$ cat src/design/lcdw_pkg.sv
// ----------------------------------------------------------------------------
// lcdw_pkg
// Shared types and constants of the LCD window frame memory: access kinds,
// command codes, front-end modes and the request passed from front to back.
// ----------------------------------------------------------------------------
`default_nettype none

package lcdw_pkg;

  localparam int DEF_FRAME_WIDTH  = 240;
  localparam int DEF_FRAME_HEIGHT = 320;

  localparam int PIXEL_W = 16;
  localparam int CMD_W   = 2;
  // frame edge is at most 4096, so a cursor inside the frame fits 12 bits
  localparam int POS_W   = 12;

  localparam int QUEUE_DEPTH = 4;
  localparam int QPTR_W      = $clog2(QUEUE_DEPTH);
  localparam int QCNT_W      = QPTR_W + 1;

  // access kinds on in_cmd
  localparam logic [CMD_W-1:0] KIND_CMD   = 2'd0;
  localparam logic [CMD_W-1:0] KIND_WRITE = 2'd1;
  localparam logic [CMD_W-1:0] KIND_READ  = 2'd2;

  // command codes
  localparam logic [7:0] CMD_COLUMN_SET = 8'h2A;
  localparam logic [7:0] CMD_PAGE_SET   = 8'h2B;
  localparam logic [7:0] CMD_MEM_WRITE  = 8'h2C;
  localparam logic [7:0] CMD_MEM_READ   = 8'h2E;

  typedef enum logic [1:0] {
    MODE_IDLE  = 2'd0,
    MODE_WRITE = 2'd1,
    MODE_READ  = 2'd2
  } mode_t;

  typedef enum logic [1:0] {
    REQ_NONE  = 2'd0,
    REQ_WRITE = 2'd1,
    REQ_READ  = 2'd2
  } req_op_t;

  typedef struct packed {
    req_op_t            op;
    logic [POS_W-1:0]   row;
    logic [POS_W-1:0]   col;
    logic [PIXEL_W-1:0] pixel;
  } req_t;

  // back-pressure seen by the front end
  typedef struct packed {
    logic clearing;
    logic queue_full;
  } hold_t;

endpackage

`default_nettype wire

$ cat src/design/lcdw_front.sv
// ----------------------------------------------------------------------------
// lcdw_front
// Command decoder: tracks mode, window and cursor, and turns each request
// into a frame store write, a frame store read or a no-op for the back end.
// ----------------------------------------------------------------------------
`default_nettype none

module lcdw_front #(
  parameter int FRAME_WIDTH  = 240,
  parameter int FRAME_HEIGHT = 320
) (
  input  wire logic                         clk,
  input  wire logic                         rst_n,
  input  wire logic                         in_valid,
  output logic                              in_stall,
  input  wire logic [lcdw_pkg::CMD_W-1:0]   in_cmd,
  input  wire logic [lcdw_pkg::PIXEL_W-1:0] in_value,
  input  wire lcdw_pkg::hold_t              hold,
  output logic                              push,
  output lcdw_pkg::req_t                    req
);

  import lcdw_pkg::*;

  logic [7:0]  last_command_r, last_command_nxt;
  mode_t       mode_r, mode_nxt;
  logic [2:0]  byte_count_r, byte_count_nxt;
  logic [7:0]  byte_store_r [4];
  logic        byte_we;
  logic [15:0] col_first_r, col_first_nxt;
  logic [15:0] col_last_r, col_last_nxt;
  logic [15:0] row_first_r, row_first_nxt;
  logic [15:0] row_last_r, row_last_nxt;
  logic [15:0] cur_col_r, cur_col_nxt;
  logic [15:0] cur_row_r, cur_row_nxt;

  logic        accept;
  logic        in_frame;
  logic [15:0] col_inc, row_inc;
  logic [15:0] step_col, step_row;
  logic [15:0] win_lo, win_hi;

  assign in_stall = hold.clearing || hold.queue_full;
  assign accept   = in_valid && !in_stall;
  assign push     = accept;

  assign in_frame = (cur_col_r < 16'(FRAME_WIDTH)) && (cur_row_r < 16'(FRAME_HEIGHT));

  // cursor advance with wrap at column end, then at page end
  always_comb begin
    col_inc = cur_col_r + 16'd1;
    row_inc = cur_row_r + 16'd1;
    if (col_inc > col_last_r) begin
      step_col = col_first_r;
      step_row = (row_inc > row_last_r) ? row_first_r : row_inc;
    end else begin
      step_col = col_inc;
      step_row = cur_row_r;
    end
  end

  assign win_lo = {byte_store_r[0], byte_store_r[1]};
  assign win_hi = {byte_store_r[2], in_value[7:0]};

  always_comb begin
    last_command_nxt = last_command_r;
    mode_nxt         = mode_r;
    byte_count_nxt   = byte_count_r;
    byte_we          = 1'b0;
    col_first_nxt    = col_first_r;
    col_last_nxt     = col_last_r;
    row_first_nxt    = row_first_r;
    row_last_nxt     = row_last_r;
    cur_col_nxt      = cur_col_r;
    cur_row_nxt      = cur_row_r;
    req.op           = REQ_NONE;
    req.row          = cur_row_r[POS_W-1:0];
    req.col          = cur_col_r[POS_W-1:0];
    req.pixel        = in_value;
    if (accept) begin
      unique case (in_cmd)
        KIND_CMD: begin
          last_command_nxt = in_value[7:0];
          byte_count_nxt   = 3'd0;
          if (in_value[7:0] == CMD_MEM_WRITE || in_value[7:0] == CMD_MEM_READ) begin
            mode_nxt    = (in_value[7:0] == CMD_MEM_WRITE) ? MODE_WRITE : MODE_READ;
            cur_col_nxt = col_first_r;
            cur_row_nxt = row_first_r;
          end else begin
            mode_nxt = MODE_IDLE;
          end
        end
        KIND_WRITE: begin
          if (mode_r == MODE_WRITE) begin
            if (in_frame) begin
              req.op = REQ_WRITE;
            end
            cur_col_nxt = step_col;
            cur_row_nxt = step_row;
          end else if (last_command_r == CMD_COLUMN_SET ||
                       last_command_r == CMD_PAGE_SET) begin
            if (byte_count_r < 3'd4) begin
              byte_we        = 1'b1;
              byte_count_nxt = byte_count_r + 3'd1;
              if (byte_count_r == 3'd3) begin
                if (last_command_r == CMD_COLUMN_SET) begin
                  col_first_nxt = win_lo;
                  col_last_nxt  = win_hi;
                end else begin
                  row_first_nxt = win_lo;
                  row_last_nxt  = win_hi;
                end
              end
            end
          end
        end
        KIND_READ: begin
          if (mode_r == MODE_READ && in_frame) begin
            req.op      = REQ_READ;
            cur_col_nxt = step_col;
            cur_row_nxt = step_row;
          end
        end
        default: begin
        end
      endcase
    end
  end

  always_ff @(posedge clk) begin
    if (!rst_n) begin
      last_command_r <= 8'd0;
      mode_r         <= MODE_IDLE;
      byte_count_r   <= 3'd0;
      col_first_r    <= 16'd0;
      col_last_r     <= 16'd0;
      row_first_r    <= 16'd0;
      row_last_r     <= 16'd0;
      cur_col_r      <= 16'd0;
      cur_row_r      <= 16'd0;
    end else begin
      last_command_r <= last_command_nxt;
      mode_r         <= mode_nxt;
      byte_count_r   <= byte_count_nxt;
      col_first_r    <= col_first_nxt;
      col_last_r     <= col_last_nxt;
      row_first_r    <= row_first_nxt;
      row_last_r     <= row_last_nxt;
      cur_col_r      <= cur_col_nxt;
      cur_row_r      <= cur_row_nxt;
    end
  end

  // window bytes: always written before use within one collection
  always_ff @(posedge clk) begin
    if (byte_we) begin
      byte_store_r[byte_count_r[1:0]] <= in_value[7:0];
    end
  end

`ifndef SYNTHESIS
  a_byte_count_max: assert property (@(posedge clk) disable iff (!rst_n)
    byte_count_r <= 3'd4)
    else $error("window byte count past four");

  a_mode_cmd: assert property (@(posedge clk) disable iff (!rst_n)
    (mode_r != MODE_IDLE) |->
      (last_command_r == CMD_MEM_WRITE || last_command_r == CMD_MEM_READ))
    else $error("memory mode without memory command");
`endif

endmodule

`default_nettype wire

$ cat config.mk
export PLATFORM = sky130hd
export DESIGN_NAME = lcdw_front
export DESIGN_NICKNAME = d
export VERILOG_FILES = /design/src/design/lcdw_pkg.sv /design/src/design/lcdw_front.sv
export SDC_FILE = /design/constraint.sdc
export NUM_CORES = 1
export LEC_CHECK = 0
export BUFFER_PORTS_ARGS = -buffer_cell sky130_fd_sc_hd__buf_2
export CAP_MARGIN = 20
export CORE_AREA = 2 2 171 173
export DETAILED_ROUTE_END_ITERATION = 8
export DIE_AREA = 0 0 173 175
export PLACE_DENSITY = 0.36
export SKIP_CTS_REPAIR_TIMING = 1
export SLEW_MARGIN = 20
export SYNTH_ARGS = -nofsm -noshare
export SYNTH_HDL_FRONTEND = slang
export SYNTH_SLANG_ARGS = --single-unit
$ cat constraint.sdc
create_clock -name clk -period 11.17 [get_ports clk]
set_input_delay 2.234 -clock clk [delete_from_list [all_inputs] [get_ports clk]]
set_output_delay 2.234 -clock clk [all_outputs]
set_load 0.1 [all_outputs]
======== Word-level counts from Yosys, hierarchy flattened ========
Memories as Yosys holds them, arrays and structs flattened.
Index checks and enable logic that the tools add are counted.
Widths: inputs -> output; s select.
word-level totals
  bits in registers ....................... 109
  bits in writable memories ............... 32
  input bits .............................. 23
  output and inout port bits .............. 44
  word-level logic and storage cells ...... 79
  memories kept ........................... 1
operators by class
  $add $sub $neg .......................... 3
  magnitude comparators ................... 5
  equal/unequal tests ..................... 15
  mux-type cells .......................... 29
  bitwise gates (word level) .............. 2
  reductions and logical operators ........ 15
memories
  name          depth  bits a word  rd ports  clocked after memory_dff  write ports  line              RTL
  byte_store_r  4      8            3         0                         1            lcdw_front.sv:28  logic [7:0] byte_store_r [4];
operators by type and width
  kind                   count
  $mux 16                9
  $pmux 16 s3            2
  $add 16x1->16 const B  2
  $eq 8x6->1 const B     4
  $gt 16x16->1           2
  $lt 16x8->1 const B    1
  $lt 16x9->1 const B    1
  $reduce_and 7->1       2
  $ne 2x2->1 const B     6
  $reduce_and 5->1       2
  $mux 1                 9
  $mux 3                 3
  $mux 2                 4
  $pmux 3 s2             1
  $eq 2x1->1 const B     2
  $eq 2x2->1 const B     2
  $pmux 2 s2             1
  $add 3x1->3 const B    1
  $eq 3x2->1 const B     1
  $logic_and 1x1->1      3
  $logic_or 1x1->1       3
  $lt 3x3->1 const B     1
  $reduce_bool 3->1      1
  $logic_not 2->1        1
  other kinds (4)        5

======== Depth between registers and ports, before layout ========
  depth after elaboration ................. 8
  depth in mapped cells ................... 16
  gate-level depth less buffers ........... 14

======== Worst setup path before layout ========
OpenSTA, ideal clock, no wires.
  path kind ............................... input port to output port
  start point ............................. input hold[0] (netlist name)
  end point ............................... output req[40] (netlist name)
  arrival time ............................ 6817 ps
  required time ........................... 8936 ps
  path slack .............................. 2119 ps
  stages on the path ...................... 5
  path buffers ............................ 0
  cell sequence ........................... or2_1 > nor2_1 > and2_1 > nand2_1 > nor3_1
RTL lines
  item         line              RTL
  from (decl)  lcdw_front.sv:18  input wire lcdw_pkg::hold_t hold,
  to (decl)    lcdw_front.sv:20  output lcdw_pkg::req_t req

==> flow_metrics.env <==
export IMPL_routed_wl_um=22090
export IMPL_syn_to_final_growth_pct=13.06
export IMPL_p_leak_nw=2.759
export IMPL_ys_ff_latch=133
export IMPL_fp_dieH_um=175
export IMPL_nFillCells=3187
export IMPL_postSynthCellCount=865
export IMPL_synth_edf_count=24
export IMPL_cts_htree_levels=4
export IMPL_vias=5706
export IMPL_fin_cells=1253
export IMPL_r2r_end="cur_row_r[15]"
export IMPL_clk_pin_slew_ns=0.06
export IMPL_rsz0062_at_grt="false"
export IMPL_r2r_slack_ns=6.50
export IMPL_drt_pass1_iterations=4
export IMPL_path_class="in -> out"
export IMPL_dieArea_sq_um=30280
export IMPL_cts_root_buffer="clkbuf_16"
export IMPL_drc=0
export IMPL_io_buffers=50
export IMPL_pwr_density_cell_nw_per_um2=139.6
export IMPL_endpoint_kind="output pin"
export IMPL_clkSinkCount=133
export IMPL_tightest_slew_ns=1.050
export IMPL_initial_core_util_pct=24.83
export IMPL_timing_rr_start="cur_col_r[0]"
export IMPL_fin_nets=922
export IMPL_timing_fmax_ghz=0.1665
export IMPL_r2r_cells=15
export IMPL_setup_viol=0
export IMPL_slew_violations=0
export IMPL_cts_path_max_buffers=2
export IMPL_antenna_found_initial=0
export IMPL_holdPathStages=2
export IMPL_ys_seq_area_share_pct=41.18
export IMPL_async_flop_share_pct=0
export IMPL_fin_skew_ns=0.01155
export IMPL_fp_row_count=62
export IMPL_coreArea_sq_um=28390
export IMPL_detail_route_vias_per_cell=4.554
export IMPL_hp_class="reg -> reg"
export IMPL_status="finished, final reports clean"
export IMPL_grt_max_degree=83
export IMPL_grt_pass1_vias=5473
export IMPL_layout_drive_gt1_share_pct=11.85
export IMPL_num_io_pins=67
export IMPL_hpwl_um=15420
export IMPL_irDropWorstVdd_mv=0.07641
export IMPL_n_antenna_cell=0
export IMPL_avgSynthCellArea_sq_um=8.149
export IMPL_ant_nets=0
export IMPL_hp_start="row_last_r[10]"
export IMPL_ys_flop_type="dfxtp_1"
export IMPL_synthesis_area_sq_um=7049
export IMPL_gp_congestion=0.7654
export IMPL_cts_tree="built"
export IMPL_drtIter0Drc=275
export IMPL_grt_remaining_overflow=0
export IMPL_numCtsBuffers=17
export IMPL_slew_headroom_pct=30.01
export IMPL_post_route_min_period_ns=6.007
export IMPL_dp_cells=1221
export IMPL_clk_insertion_delay_late_ns=0.42
export IMPL_min_period_over_period_pct=53.78
export IMPL_grt_pass1_wl_um=33800
export IMPL_arrival_ns=3.77
export IMPL_cap_violations=0
export IMPL_synthDistinctLibCells=56
export IMPL_synthesis_nets=931
export IMPL_cp_required_ns=8.94
export IMPL_hold_viol_final=0
export IMPL_ys_warn_count=0
export IMPL_avgRoutedWirePerCell_um=17.63
export IMPL_crit_fanout=6
export IMPL_setup_tns_ns=0
export IMPL_worstSetupStartpointType="primary input"
export IMPL_grt_use_total_pct=14.78
export IMPL_die_w_um=173
export IMPL_hold_end="row_last_r[10]"
export IMPL_setup_worst_path_start="hold[0]"
-- report_power, final --
group | switching (mW) | internal [mW]
Combinational | 0.0400 | 0.00814
Sequential | 0.000538 | 0.488
Clock | 0.224 | 0.352
-- cells in the mapped netlist (all sizes together) (5+ instances only) --
library cell | n | area, sq um
buf | 54 | 376.6
nand3 | 33 | 165.2
edfxtp | 24 | 720.7
a31oi | 18 | 112.6
nor2b | 8 | 50.05
nand2b | 5 | 31.28
inv | 48 | 180.2
and3 | 7 | 45.05
dfxtp | 109 | 2182
a21oi | 97 | 485.5
ha | 43 | 538.0
nand2 | 203 | 762.0
clkbuf | 31 | 116.4
xnor2 | 20 | 175.2
and2 | 9 | 56.30
nor2 | 31 | 116.4
nor3 | 11 | 55.05
xor2 | 7 | 61.31
mux2i | 17 | 170.2
o22ai | 14 | 87.58
o21ai | 14 | 70.07
nor4 | 9 | 77.57
nand4 | 11 | 68.82
-- area by class of cell --
type | count | area [sq um] | share of cell area, %
sequential | 133 | 2903 | 36.42
clock buffer | 23 | 520.5 | 6.531
tap | 384 | 480.5 | 6.028
multi-input combinational | 599 | 3492 | 43.81
timing repair buffer | 57 | 302.8 | 3.799
clock inverter | 9 | 91.34 | 1.146
inverter | 48 | 180.2 | 2.261
-- stage by stage --
step	setup slack [ns]	power (mW)	hold WS [ns]	util, %	area, sq um
after floorplan	2.119	0.5459	0.4311	-	7049
after global placement	5.147	0.5482	0.4397	25.92	7358
after detailed placement	5.139	0.5484	0.4439	25.92	7358
after CTS	5.126	1.127	0.4524	28.07	7970
after global routing	5.023	1.151	0.4683	28.07	7970
final	5.163	1.112	0.4516	28.07	7970
-- how the worst max path moves through the flow --
stage | end | slack (ns)
finish | req[40] | 5.16
global route | req[40] | 5.02
CTS | req[40] | 5.13
detailed placement | req[40] | 5.14
global placement | req[40] | 5.15
floorplan | req[40] | 2.12
-- worst max-delay path, stage by stage --
cell and delay, ns:
buf_2 0.09, or2_1 0.24, nor2_1 0.25, and2_1 0.25, nand2_1 0.07, nor3_1 0.17, buf_2 0.47
-- cells in the final DEF, fill, tap and decap left out, drive strengths merged, types with 23 or more instances in the layout --
master / instances
inv: 48
clkbuf: 23
a21oi: 97
nand2: 203
buf: 57
dfxtp: 109
edfxtp: 24
nor2: 31
ha: 43
nand3: 33
-- cells by family after synthesis --
family / count (synthesis) / share of synthesized area [%]
simple gates: 346 / 22.29
compound gates: 166 / 13.58
buf+inv: 133 / 9.549
flops: 133 / 41.18
fa+ha+maj: 43 / 7.632
xor+xnor: 27 / 3.355
mux: 17 / 2.414
-- per-layer routing --
metal | track usage (%) | share of wire [%] | vias up
met5 | 0 | 0 | -
met4 | 3.990 | 1.0 | 0
met3 | 2.415 | 2.2 | 14
met2 | 23.88 | 47 | 74
met1 | 20.40 | 50 | 2723
li1 | - | - | 2895
-- flip-flops by register name, indices dropped and copies added, names as in the netlist --
register,flops
mode_r,2
cur_row_r,16
col_first_r,16
col_last_r,16
row_last_r,16
last_command_r,8
row_first_r,16
cur_col_r,16
byte_store_r,24
byte_count_r,3
Power figures use the tool's default switching activity.
