[src/design/lcdw_pkg.sv]
// ----------------------------------------------------------------------------
// lcdw_pkg
// Shared types and constants of the LCD window frame memory: access kinds,
// command codes, front-end modes and the request passed from front to back.
// ----------------------------------------------------------------------------
`default_nettype none

package lcdw_pkg;

  localparam int DEF_FRAME_WIDTH  = 240;
  localparam int DEF_FRAME_HEIGHT = 320;

  localparam int PIXEL_W = 16;
  localparam int CMD_W   = 2;
  // frame edge is at most 4096, so a cursor inside the frame fits 12 bits
  localparam int POS_W   = 12;

  localparam int QUEUE_DEPTH = 4;
  localparam int QPTR_W      = $clog2(QUEUE_DEPTH);
  localparam int QCNT_W      = QPTR_W + 1;

  // access kinds on in_cmd
  localparam logic [CMD_W-1:0] KIND_CMD   = 2'd0;
  localparam logic [CMD_W-1:0] KIND_WRITE = 2'd1;
  localparam logic [CMD_W-1:0] KIND_READ  = 2'd2;

  // command codes
  localparam logic [7:0] CMD_COLUMN_SET = 8'h2A;
  localparam logic [7:0] CMD_PAGE_SET   = 8'h2B;
  localparam logic [7:0] CMD_MEM_WRITE  = 8'h2C;
  localparam logic [7:0] CMD_MEM_READ   = 8'h2E;

  typedef enum logic [1:0] {
    MODE_IDLE  = 2'd0,
    MODE_WRITE = 2'd1,
    MODE_READ  = 2'd2
  } mode_t;

  typedef enum logic [1:0] {
    REQ_NONE  = 2'd0,
    REQ_WRITE = 2'd1,
    REQ_READ  = 2'd2
  } req_op_t;

  typedef struct packed {
    req_op_t            op;
    logic [POS_W-1:0]   row;
    logic [POS_W-1:0]   col;
    logic [PIXEL_W-1:0] pixel;
  } req_t;

  // back-pressure seen by the front end
  typedef struct packed {
    logic clearing;
    logic queue_full;
  } hold_t;

endpackage

`default_nettype wire

[src/design/lcdw_queue.sv]
// ----------------------------------------------------------------------------
// lcdw_queue
// Short request FIFO between front and back end.
// ----------------------------------------------------------------------------
`default_nettype none

module lcdw_queue (
  input  wire logic           clk,
  input  wire logic           rst_n,
  input  wire logic           push,
  input  wire lcdw_pkg::req_t push_req,
  input  wire logic           pop,
  output logic                head_valid,
  output lcdw_pkg::req_t      head_req,
  output logic                full
);

  import lcdw_pkg::*;

  req_t              mem_r [QUEUE_DEPTH];
  logic [QPTR_W-1:0] wr_ptr_r, wr_ptr_nxt;
  logic [QPTR_W-1:0] rd_ptr_r, rd_ptr_nxt;
  logic [QCNT_W-1:0] count_r, count_nxt;
  logic              do_pop;

  assign full       = (count_r == QCNT_W'(QUEUE_DEPTH));
  assign head_valid = (count_r != '0);
  assign head_req   = mem_r[rd_ptr_r];
  assign do_pop     = pop && head_valid;

  always_comb begin
    wr_ptr_nxt = push ? wr_ptr_r + QPTR_W'(1) : wr_ptr_r;
    rd_ptr_nxt = do_pop ? rd_ptr_r + QPTR_W'(1) : rd_ptr_r;
    count_nxt  = count_r + QCNT_W'(push) - QCNT_W'(do_pop);
  end

  always_ff @(posedge clk) begin
    if (!rst_n) begin
      wr_ptr_r <= '0;
      rd_ptr_r <= '0;
      count_r  <= '0;
    end else begin
      wr_ptr_r <= wr_ptr_nxt;
      rd_ptr_r <= rd_ptr_nxt;
      count_r  <= count_nxt;
    end
  end

  always_ff @(posedge clk) begin
    if (push) begin
      mem_r[wr_ptr_r] <= push_req;
    end
  end

`ifndef SYNTHESIS
  a_no_overflow: assert property (@(posedge clk) disable iff (!rst_n)
    push |-> !full)
    else $error("request pushed into full queue");
`endif

endmodule

`default_nettype wire

[config.mk]
export PLATFORM = sky130hd
export DESIGN_NAME = lcdw_queue
export DESIGN_NICKNAME = d
export VERILOG_FILES = /design/src/design/lcdw_pkg.sv /design/src/design/lcdw_queue.sv
export SDC_FILE = /design/constraint.sdc
export NUM_CORES = 1
export LEC_CHECK = 0
export BUFFER_PORTS_ARGS = -buffer_cell sky130_fd_sc_hd__buf_2
export CAP_MARGIN = 15
export CORE_MARGIN = 4
export CORE_UTILIZATION = 30
export CTS_CLUSTER_DIAMETER = 50
export CTS_CLUSTER_SIZE = 14
export DETAILED_ROUTE_END_ITERATION = 16
export SETUP_SLACK_MARGIN = 0.1
export SLEW_MARGIN = 5
export SYNTH_ARGS = -nofsm -noshare
export SYNTH_HDL_FRONTEND = slang
export SYNTH_SLANG_ARGS = --single-unit
[constraint.sdc]
create_clock -name clk -period 2.8 [get_ports clk]
set_input_delay 0.42 -clock clk [delete_from_list [all_inputs] [get_ports clk]]
set_output_delay 0.42 -clock clk [all_outputs]
set_load 0.02 [all_outputs]
Word-level counts from Yosys, hierarchy flattened
Memories as Yosys holds them, arrays and structs flattened. A register that Yosys moved wholly into a read port is not among the register bits.
Cells that the tools add are included.

operators by class
  add/sub/neg operators = 4
  reduce and logical (&&, ||, !) cells = 2
  equal/unequal tests = 1
  muxes and demuxes = 4

operators by type and width
  operator             count
  $add 2x1->2 const B  2
  $mux 2               2
  $add 3x1->3          1
  $eq 3x3->1 const B   1
  $reduce_bool 3->1    1
  $sub 3x1->3          1
  $mux 1               2
  $logic_and 1x1->1    1

storage, ports and cells
  logic and storage cells = 15
  memories = 1
  bits in writable memories = 168
  bits in registers = 7
  bits of input ports = 46
  output and inout bits = 44

memories
  memory  depth  width  rd ports  clocked after Yosys merged registers in  wr ports  line              RTL
  mem_r   4      42     1         1                                        1         lcdw_queue.sv:20  req_t mem_r [QUEUE_DEPTH];

Longest topological paths before layout
Gate-level depths: netlist of the first run.

  depth in word-level cells = 4
  depth in mapped cells = 7
  mapped depth without buffers = 7

Worst setup path before layout of the first run
OpenSTA, ideal clock, no wires.

  path type = reg2reg
  start = register wr_ptr_r[0]
  end = memory mem_r[2][0] in the netlist's numbering (enable)
  setup slack = 843 ps
  setup time = 403 ps
  data required time = 2397 ps
  path buffers = 0
  arrival time = 1554 ps
  clock period less this slack = 1957 ps
  stages on the path, launching flop included = 4
  path through = dfxtp_1 > inv_1 > ha_1 > and2_1

RTL lines
  item                      line              RTL
  start: declaration        lcdw_queue.sv:21  logic [QPTR_W-1:0] wr_ptr_r, wr_ptr_nxt;
  start signal: assignment  lcdw_queue.sv:43  wr_ptr_r <= wr_ptr_nxt;
  end: declaration          lcdw_queue.sv:20

No word-level cell before the write port.

==> impl_metrics.ini, run 1 <==
[run_status]
status = completed

[clocking]
worstSkewPairLatency_ns = 0.43
cts.sinks = 177
cts_tree = yes
cts_buffers = 17
post_cts_buffers = 0
post_cts_resized = 0
clkTransAtPathRegs_ns = 0.06
cts_root_buf = clkbuf_16
cts_buffer_depth = 2
h-tree-depth = 4
hold_buffers = 0

[die]
start_util = 0.310
ios = 90
die_area_mm2 = 0.0244
rows = 53
dieWidth_um = 156
core-area_mm2 = 0.0213
die_h_um = 156

[routing]
wl_mm = 12.3
drt_first_pass_iters = 4
drt_iter0_drc = 184
vias = 3005
wl_per_cell_um = 18.7
drcViolationCount = 0
ant_nets = 0
vias_per_cell = 4.55

[global_routing]
track_usage = 0.107
grt_pass1_vias = 3350
grt_pass1_wl_mm = 19.2
grt_max_degree = 25
use_met3 = 0.0399
use_met1 = 0.130
globalRoute.busiestLayer = met2
grt_antenna_before_repair = 3
grt-ovfl-total = 0
grt_use_met2 = 0.173

[yosys]
yosysWarnings = 0
synth.distinct_cells = 22
ys_seq_area_frac = 0.793
synth.ff_latch_count = 177
syn_area_per_cell_um2 = 24.9
synth_nets = 318
syn_inst = 265
syn-cell-area_mm2 = 0.00659

[worst_setup_path]
endpoint_kind = primary output
arrival_ns = 2.08
path_class = reg2out
required_ns = 2.38
startpoint_type = register
worst-path-max-fanout = 20

[sta]
worst_pin_slew_ns = 0.582
final-hold-violation-count = 0
max_clock_freq_ghz = 0.399
fin_crit_sh = 0.894
hold_slack_ns = 0.202
finClkSkew_ns = 0.0151
setup_tns_ns = 0
finalCriticalPeriod_ns = 2.50
rsz0062_at_grt = no
setup_violations = 0
slew_violations = 0
max_slew_margin = 0.612

[final_layout]
final_layout_size_suffix_gt1_frac = 0.442
antennaDiodeCount = 0
multi_input_area_mm2 = 0.00123
seq_area_mm2 = 0.00523
nFillCells = 1899
nets = 426
area_growth_pct = 20.7

[place]
place_hpwl_mm = 7.72
place_congestion = 0.649
port_buffers = 89

[pwr]
vdd_ir_drop_max_v = 0.000371
power_leakage_nw = 2.69
powerDensity_mw_per_mm2 = 845

[run]
maxCapViolCount = 0

[hold_path]
hold_class = in2reg
cells in the mapped netlist:
| cell type | instances | area share |
|---|---|---|
| mux4_1 | 2 | 0.0080 |
| ha_1 | 6 | 0.011 |
| clkbuf_1 | 1 | 0.00057 |
| buf_12 | 4 | 0.012 |
| or3_1 | 1 | 0.00095 |
| edfxtp_1 | 168 | 0.77 |
| nand2_1 | 2 | 0.0011 |
| xnor3_1 | 1 | 0.0034 |
| dfxtp_1 | 9 | 0.027 |
| nand2b_1 | 2 | 0.0019 |
| and2_1 | 8 | 0.0076 |
| o311ai_0 | 1 | 0.0013 |
| xor2_1 | 1 | 0.0013 |
| inv_1 | 6 | 0.0034 |
| o31a_1 | 1 | 0.0013 |
| nor2b_1 | 1 | 0.00095 |
| and3_1 | 1 | 0.00095 |
| fa_1 | 1 | 0.0030 |
| mux4_2 | 40 | 0.14 |
| buf_6 | 1 | 0.0017 |
| buf_2 | 4 | 0.0030 |
| mux2i_1 | 4 | 0.0061 |
through the flow:
| step | instance area (µm²) | setup slack [ns] | util | std cells | total power, mW |
|---|---|---|---|---|---|
| 2_1_floorplan | 6590 | 0.843 | - | 265 | 4.20 |
| 3_3_place_gp | 7400 | 0.691 | 0.348 | 629 | 4.55 |
| 3_5_place_dp | 7400 | 0.682 | 0.348 | 629 | 4.58 |
| 4_1_cts | 7950 | 0.204 | 0.373 | 660 | 6.84 |
| 5_1_grt | 7950 | 0.129 | 0.373 | 660 | 7.05 |
| 6_report | 7950 | 0.297 | 0.373 | 660 | 6.72 |
worst max-delay path: stages, from the launching register on:
cell and delay [ns]:
dfxtp_4 0.63, buf_4 0.31, mux4_2 0.52, buf_2 0.17
cells in the final DEF, fill, tap and decap left out, drive strengths merged, types with 2 or more instances in the layout:
cell,instances
and2,8
buf,99
bufinv,2
clkbuf,20
clkinv,7
dfxtp,9
edfxtp,168
ha,6
inv,7
mux2i,4
mux4,42
nand2,2
nand2b,2
cell type report:
class                      count  area share
timing repair buffer          99      0.0718
multi-input combinational     72       0.155
inverter                       6     0.00283
tap                          275      0.0433
clock inverter                11      0.0145
clock buffer                  20      0.0549
sequential                   177       0.658
kinds of logic (layout without fill, tap and decap cells):
kind of cell / after synthesis / count (layout) / synth area share
DFF: 177 / 177 / 0.793
muxes: 46 / 46 / 0.151
buffers and inverters: 16 / 136 / 0.0209
and+or+nand+nor: 15 / 15 / 0.0135
adders and majority gates: 7 / 7 / 0.0144
AOI/OAI and AO/OA: 2 / 2 / 0.00266
xor gates and xnor gates: 2 / 2 / 0.00475
per-layer routing:
layer | share of wire | wire [µm]
met5 | 0.0038 | 47
met4 | 0.017 | 214
met3 | 0.055 | 677
met2 | 0.50 | 6220
met1 | 0.42 | 5170
registers in the layout (all words and copies together), names as in the netlist, named ones only:
signal / count
rd_ptr_r: 2
count_r: 3
wr_ptr_r: 2
mem_r: 168
path summary, 6_finish.rpt:
kind / from / endpoint / slack, ns / cells after the start
setup / recovery: register / head_req[39] / 0.30 / 3
hold / removal: push_req[41] / mem_r[1][41]$_DFFE_PP_ / 0.20 / 1
setup reg to reg: count_r[1]$_SDFF_PN0_ / count_r[2]$_SDFF_PN0_ / 0.76 / 7
hold reg to reg: rd_ptr_r[1]$_SDFFE_PN0P_ / register / 0.49 / 2
where the power goes:
part | switching (mW) | internal, mW | total [mW]
sequential | 0.126 | 3.06 | 3.19
clock | 0.942 | 1.30 | 2.24
combinational | 0.676 | 0.613 | 1.29
total | 1.74 | 4.97 | 6.72
Note: power is estimated with default switching activity, not from simulation.
==> inputs of run 2 (changes only) <==
--- a/config.mk
+++ b/config.mk
@@ -5,10 +5,11 @@
 export SDC_FILE = /design/constraint.sdc
 export NUM_CORES = 1
 export LEC_CHECK = 0
-export BUFFER_PORTS_ARGS = -buffer_cell sky130_fd_sc_hd__buf_2
+export BUFFER_PORTS_ARGS = -buffer_cell sky130_fd_sc_hd__buf_4
 export CAP_MARGIN = 15
 export CORE_MARGIN = 4
 export CORE_UTILIZATION = 30
+export CTS_BUF_LIST = sky130_fd_sc_hd__clkbuf_8
 export CTS_CLUSTER_DIAMETER = 50
 export CTS_CLUSTER_SIZE = 14
 export DETAILED_ROUTE_END_ITERATION = 16
==> run 2 against run 1 <==
Worst hold slack got worse by 0.036 ns. Highest routed layer is now met4. Register-to-register slack is essentially flat. Critical endpoint is now head_req[0]. First-iteration DRC count shrank 21%. Total power fell by 3.7%. Final cell count shrank 0.30%. Fmax rose by 4.6%. Non-clock buffer count shrank 2. Count of clock-buffer cells in the layout is 3 lower. Critical path type unchanged. Routed wire length up 0.16%. Sequential share of layout area is 0.93 points lower. Die area did not move. Sequential power is 1% lower.
==> impl_metrics.ini, run 2 (synthesized netlist as in run 1, its figures left out) <==
[sta]
setup_violations = 0
final-hold-violation-count = 0
hold_slack_ns = 0.166
fin_crit_sh = 0.855
finClkSkew_ns = 0.0122
max_slew_margin = 0.604
setup_tns_ns = 0
finalCriticalPeriod_ns = 2.39
rsz0062_at_grt = no
max_clock_freq_ghz = 0.418
fin_ws_ns = 0.407
worst_pin_slew_ns = 0.594
slew_violations = 0

[global_routing]
grt_antenna_before_repair = 0
track_usage = 0.105
grt_max_degree = 43
grt_pass1_wl_mm = 18.7
grt_pass1_vias = 3274
grt-ovfl-total = 0

[final_layout]
area_growth_pct = 22.4
nFillCells = 1911
multi_input_area_mm2 = 0.00123
utilization = 0.379
final_layout_size_suffix_gt1_frac = 0.452
seq_area_mm2 = 0.00523
nets = 424
antennaDiodeCount = 0
final_cell_mix = 168 x edfxtp_1, 90 x buf_4, 40 x mux4_2
reg_top3 = mem_r: 168 flops, count_r: 3 flops
largest_register_ff_count = 168
layout_commonest_cell = edfxtp_1
regMostFlops = mem_r

[pwr]
p_int_mw = 4.72
switching_power_mw = 1.74
pwr-share-clk = 0.280
p_total_mw = 6.47
powerDensity_mw_per_mm2 = 802
vdd_ir_drop_max_v = 0.000386
power_frac_comb = 0.233
power_leakage_nw = 2.70
p_seq_frac = 0.486
switching_share = 0.270

[routing]
drt_first_pass_iters = 4
wl_mm = 12.3
ant_nets = 0
vias_per_cell = 4.48
drcViolationCount = 0
vias = 2947
wl_per_cell_um = 18.8
drt_iter0_drc = 146

[clocking]
worstSkewPairLatency_ns = 0.44
h-tree-depth = 4
post_cts_buffers = 0
cts_buffer_depth = 2
clkTransAtPathRegs_ns = 0.10
cts_buffers = 17
cts_tree = yes
cts_root_buf = clkbuf_8
hold_buffers = 0
cts.sinks = 177
post_cts_resized = 0

[worst_setup_path]
endpoint_kind = primary output
path_class = reg2out
arrival_ns = 1.97
worst-path-max-fanout = 12
required_ns = 2.38
critPathSlowestCell = dfxtp_4
critical_path.max_stage_delay_ns = 0.55
startpoint_type = register
cp_common_cell = buf_4
worstPathCellList = buf_4 -> mux4_2 -> buf_4

[place]
place_congestion = 0.722
port_buffers = 89
pre_cts_ws_ns = 0.698
place_hpwl_mm = 7.59

[die]
dieWidth_um = 156
die_area_mm2 = 0.0244
core-area_mm2 = 0.0213
rows = 53
die_h_um = 156
start_util = 0.310
ios = 90

[run]
maxCapViolCount = 0

[run_status]
status = completed

[hold_path]
hold_class = in2reg
[run 2: layout make-up]
| type | instances | share of cell area |
|---|---|---|
| clock buffer | 17 | 0.0290 |
| clock inverter | 14 | 0.0222 |
| inverter | 6 | 0.00279 |
| multi-input combinational | 72 | 0.153 |
| sequential | 177 | 0.649 |
| tap | 275 | 0.0427 |
| timing repair buffer | 97 | 0.102 |
[run 2: critical path: cells and delay by family, from the launching register on]
kind / cells / cell delay, ns
buffers and inverters: 2 / 0.44
multiplexers: 1 / 0.52
flip-flops: 1 / 0.55
[run 2: path summary, 6_finish.rpt]
path                             from                      to  slack (ns)  depth (start not counted)
min                      push_req[37]  mem_r[0][37]$_DFFE_PP_        0.17                          1
max reg2reg     count_r[1]$_SDFF_PN0_   count_r[2]$_SDFF_PN0_        0.76                          7
min reg2reg  rd_ptr_r[1]$_SDFFE_PN0P_                register        0.48                          2
max                          register             head_req[0]        0.41                          3
[run 2: layer usage]
metal  share of wire  track usage  routed length [µm]  up-vias
met1            0.42        0.126                5170     1549
li1                -            -                   -     1320
met3           0.058       0.0411                 719       14
met5               0            0                   0        -
met2            0.51        0.172                6300       64
met4           0.012       0.0372                 153        0
[run 2: through the flow]
step | instance area, µm² | instances
after floorplan | 6590 | 265
after global placement | 7620 | 626
after detailed placement | 7620 | 626
after CTS | 8040 | 657
after global routing | 8060 | 658
final | 8060 | 658
[run 2: power by group through the flow]
| stage | Clock, mW | Sequential (mW) | Combinational [mW] |
|---|---|---|---|
| 2_1_floorplan | 0 | 3.15 | 1.05 |
| 3_3_place_gp | 0 | 3.23 | 1.46 |
| 3_5_place_dp | 0 | 3.24 | 1.49 |
| 4_1_cts | 1.87 | 3.18 | 1.49 |
| 5_1_grt | 2.00 | 3.17 | 1.63 |
| 6_report | 1.81 | 3.15 | 1.51 |
==> inputs of run 3 (changes only) <==
--- a/config.mk
+++ b/config.mk
@@ -5,6 +5,7 @@
 export SDC_FILE = /design/constraint.sdc
 export NUM_CORES = 1
 export LEC_CHECK = 0
+export ABC_AREA = 1
 export BUFFER_PORTS_ARGS = -buffer_cell sky130_fd_sc_hd__buf_4
 export CAP_MARGIN = 15
 export CORE_MARGIN = 4
==> run 3 against run 2 <==
Fmax decreased by 2.4%. Area after synthesis is 1.3% higher. Global-route usage grew 1.8 points. Worst setup slack got worse by 0.059 ns. Critical path type unchanged. Critical endpoint is now head_req[25].
==> impl_metrics.ini, run 3 <==
[die]
ios = 90
core-area_mm2 = 0.0218
start_util = 0.306
dieWidth_um = 157
rows = 54
die_h_um = 157
die_area_mm2 = 0.0247

[place]
placed_area_mm2 = 0.00767
place_hpwl_mm = 8.89
place_congestion = 0.688
port_buffers = 89
pre_cts_ws_ns = 0.694

[global_routing]
grt-ovfl-total = 0
track_usage = 0.122
grt_pass1_wl_mm = 23.1
grt_max_degree = 85
grt_pass1_vias = 4306
grt_antenna_before_repair = 0

[pwr]
power_leakage_nw = 2.83
powerDensity_mw_per_mm2 = 817
power_frac_comb = 0.273
switching_share = 0.319
pwr-share-clk = 0.256
vdd_ir_drop_max_v = 0.000490
p_total_mw = 6.57
p_seq_frac = 0.471
p_int_mw = 4.47
switching_power_mw = 2.10

[sta]
setup_tns_ns = 0
setup_violations = 0
fin_crit_sh = 0.876
max_clock_freq_ghz = 0.408
final-hold-violation-count = 0
max_slew_margin = 0.581
finClkSkew_ns = 0.0119
finalCriticalPeriod_ns = 2.45
worst_pin_slew_ns = 0.627
slew_violations = 0
rsz0062_at_grt = no
fin_ws_ns = 0.348

[yosys]
syn-cell-area_mm2 = 0.00668
synth_nets = 520
ys_seq_area_frac = 0.783
synth-main-ff-cell = edfxtp_1
ys_async_sr_fraction = 0
syn_area_per_cell_um2 = 14.3
yosysWarnings = 0
syn_inst = 467
yosysTopAreaCell = edfxtp_1
synth.most_common_cell = edfxtp_1
synth_edf_count = 168
synth_area_leaders = edfxtp_1 76%, nor2_1 5.1%, o21ai_0 4.8%
synth.distinct_cells = 17
synth_top_area_share = 0.756
yosys-top-cells-count = 168 x edfxtp_1, 90 x nor2_1, 64 x o21ai_0, 42 x o22ai_1, 22 x o21ai_1
synth.ff_latch_count = 177

[hold_path]
hold_class = in2reg

[routing]
vias_per_cell = 4.77
vias = 4056
wl_mm = 15.1
wl_per_cell_um = 17.8
drt_first_pass_iters = 4
drcViolationCount = 0
drt_iter0_drc = 261
ant_nets = 0

[final_layout]
nets = 612
antennaDiodeCount = 0
final_layout_size_suffix_gt1_frac = 0.236
regMostFlops = mem_r
final_cell_mix = 168 x edfxtp_1, 93 x buf_4, 90 x nor2_1
reg_top3 = mem_r: 168 flops, count_r: 3 flops
layout_commonest_cell = edfxtp_1
utilization = 0.369
area_growth_pct = 20.5
nFillCells = 2117
fin_area_mm2 = 0.00805
largest_register_ff_count = 168

[worst_setup_path]
worstPathCellList = buf_4 -> o21ai_0 -> o22ai_1 -> buf_4
path_class = reg2out
critPathSlowestCell = dfxtp_2
critical_path.max_stage_delay_ns = 0.59
worst-path-max-fanout = 26
cp_common_cell = buf_4
startpoint_type = register
required_ns = 2.38
arrival_ns = 2.03
endpoint_kind = primary output

[clocking]
cts_tree = yes
post_cts_buffers = 0
worstSkewPairLatency_ns = 0.43
h-tree-depth = 4
cts_buffers = 17
cts_root_buf = clkbuf_8
clkTransAtPathRegs_ns = 0.10
cts_buffer_depth = 2
hold_buffers = 0
cts.sinks = 177

[run_status]
status = completed

[run]
maxCapViolCount = 0
==> run 3: cell types whose count changed after synthesis, sizes merged, moves of 12 or more <==
cell,change
nand2,+12
o21ai,+86
mux4,-42
nor2,+90
o22ai,+42
==> run 3: kinds of logic after synthesis <==
group                    after synthesis  synth area share
AND/OR/NAND/NOR                      106            0.0600
AO/OA/AOI/OAI                        134             0.109
flip-flops                           177             0.783
adder cells (fa/ha/maj)                7            0.0142
buffers and inverters                 43            0.0343
==> run 3: per-stage QoR <==
step | cells | hold WS, ns
finish | 851 | 0.184
global route | 851 | 0.136
CTS | 851 | 0.142
detailed placement | 820 | 0.483
global placement | 820 | 0.465
floorplan | 467 | 0.448
==> run 3: metal layers <==
metal  vias up  wire, µm  GRT usage
met5         -         0          0
met4         0       216     0.0397
met3        13       697     0.0333
met2        79      7340      0.209
met1      2052      6850      0.151
li1       1912         -          -
==> run 3: final cells by class <==
| class | instances | area (µm²) | area share |
|---|---|---|---|
| clock inverters | 14 | 139 | 0.0173 |
| repair buffers | 99 | 810 | 0.101 |
| clock buffers | 17 | 234 | 0.0291 |
| flip-flops and latches | 177 | 5230 | 0.650 |
| inverters | 17 | 63.8 | 0.00793 |
| well taps | 280 | 350 | 0.0435 |
| multi-input cells | 247 | 1220 | 0.152 |
==> run 3: power groups by stage <==
stage	registers [mW]	clock network [mW]	logic (mW)
after global placement	3.15	0	1.77
after detailed placement	3.16	0	1.82
final	3.10	1.69	1.79
after floorplan	3.14	0	1.12
after CTS	3.10	1.73	1.83
after global routing	3.11	1.84	1.96
==> run 3: repair_timing <==
action	CTS	global route
endpoints found under the hold margin	0	0
gates resized for setup	0	1
endpoints found under the setup margin	0	3
==> run 3: final timing paths <==
kind / startpoint / end / slack (ns) / depth (start not counted)
setup / recovery: register / head_req[25] / 0.35 / 4
hold / removal: push_req[5] / mem_r[1][5]$_DFFE_PP_ / 0.18 / 1
setup reg to reg: count_r[1]$_SDFF_PN0_ / count_r[2]$_SDFF_PN0_ / 1.00 / 8
hold reg to reg: rd_ptr_r[0]$_SDFFE_PN0P_ / rd_ptr_r[0]$_SDFFE_PN0P_ / 0.51 / 2
==> run 3: critical path: cells and delay by family (launching register included) <==
kind / cells / cell delay [ns]
buffers and inverters: 2 / 0.60
AOI/OAI and AO/OA: 2 / 0.40
DFF: 1 / 0.59
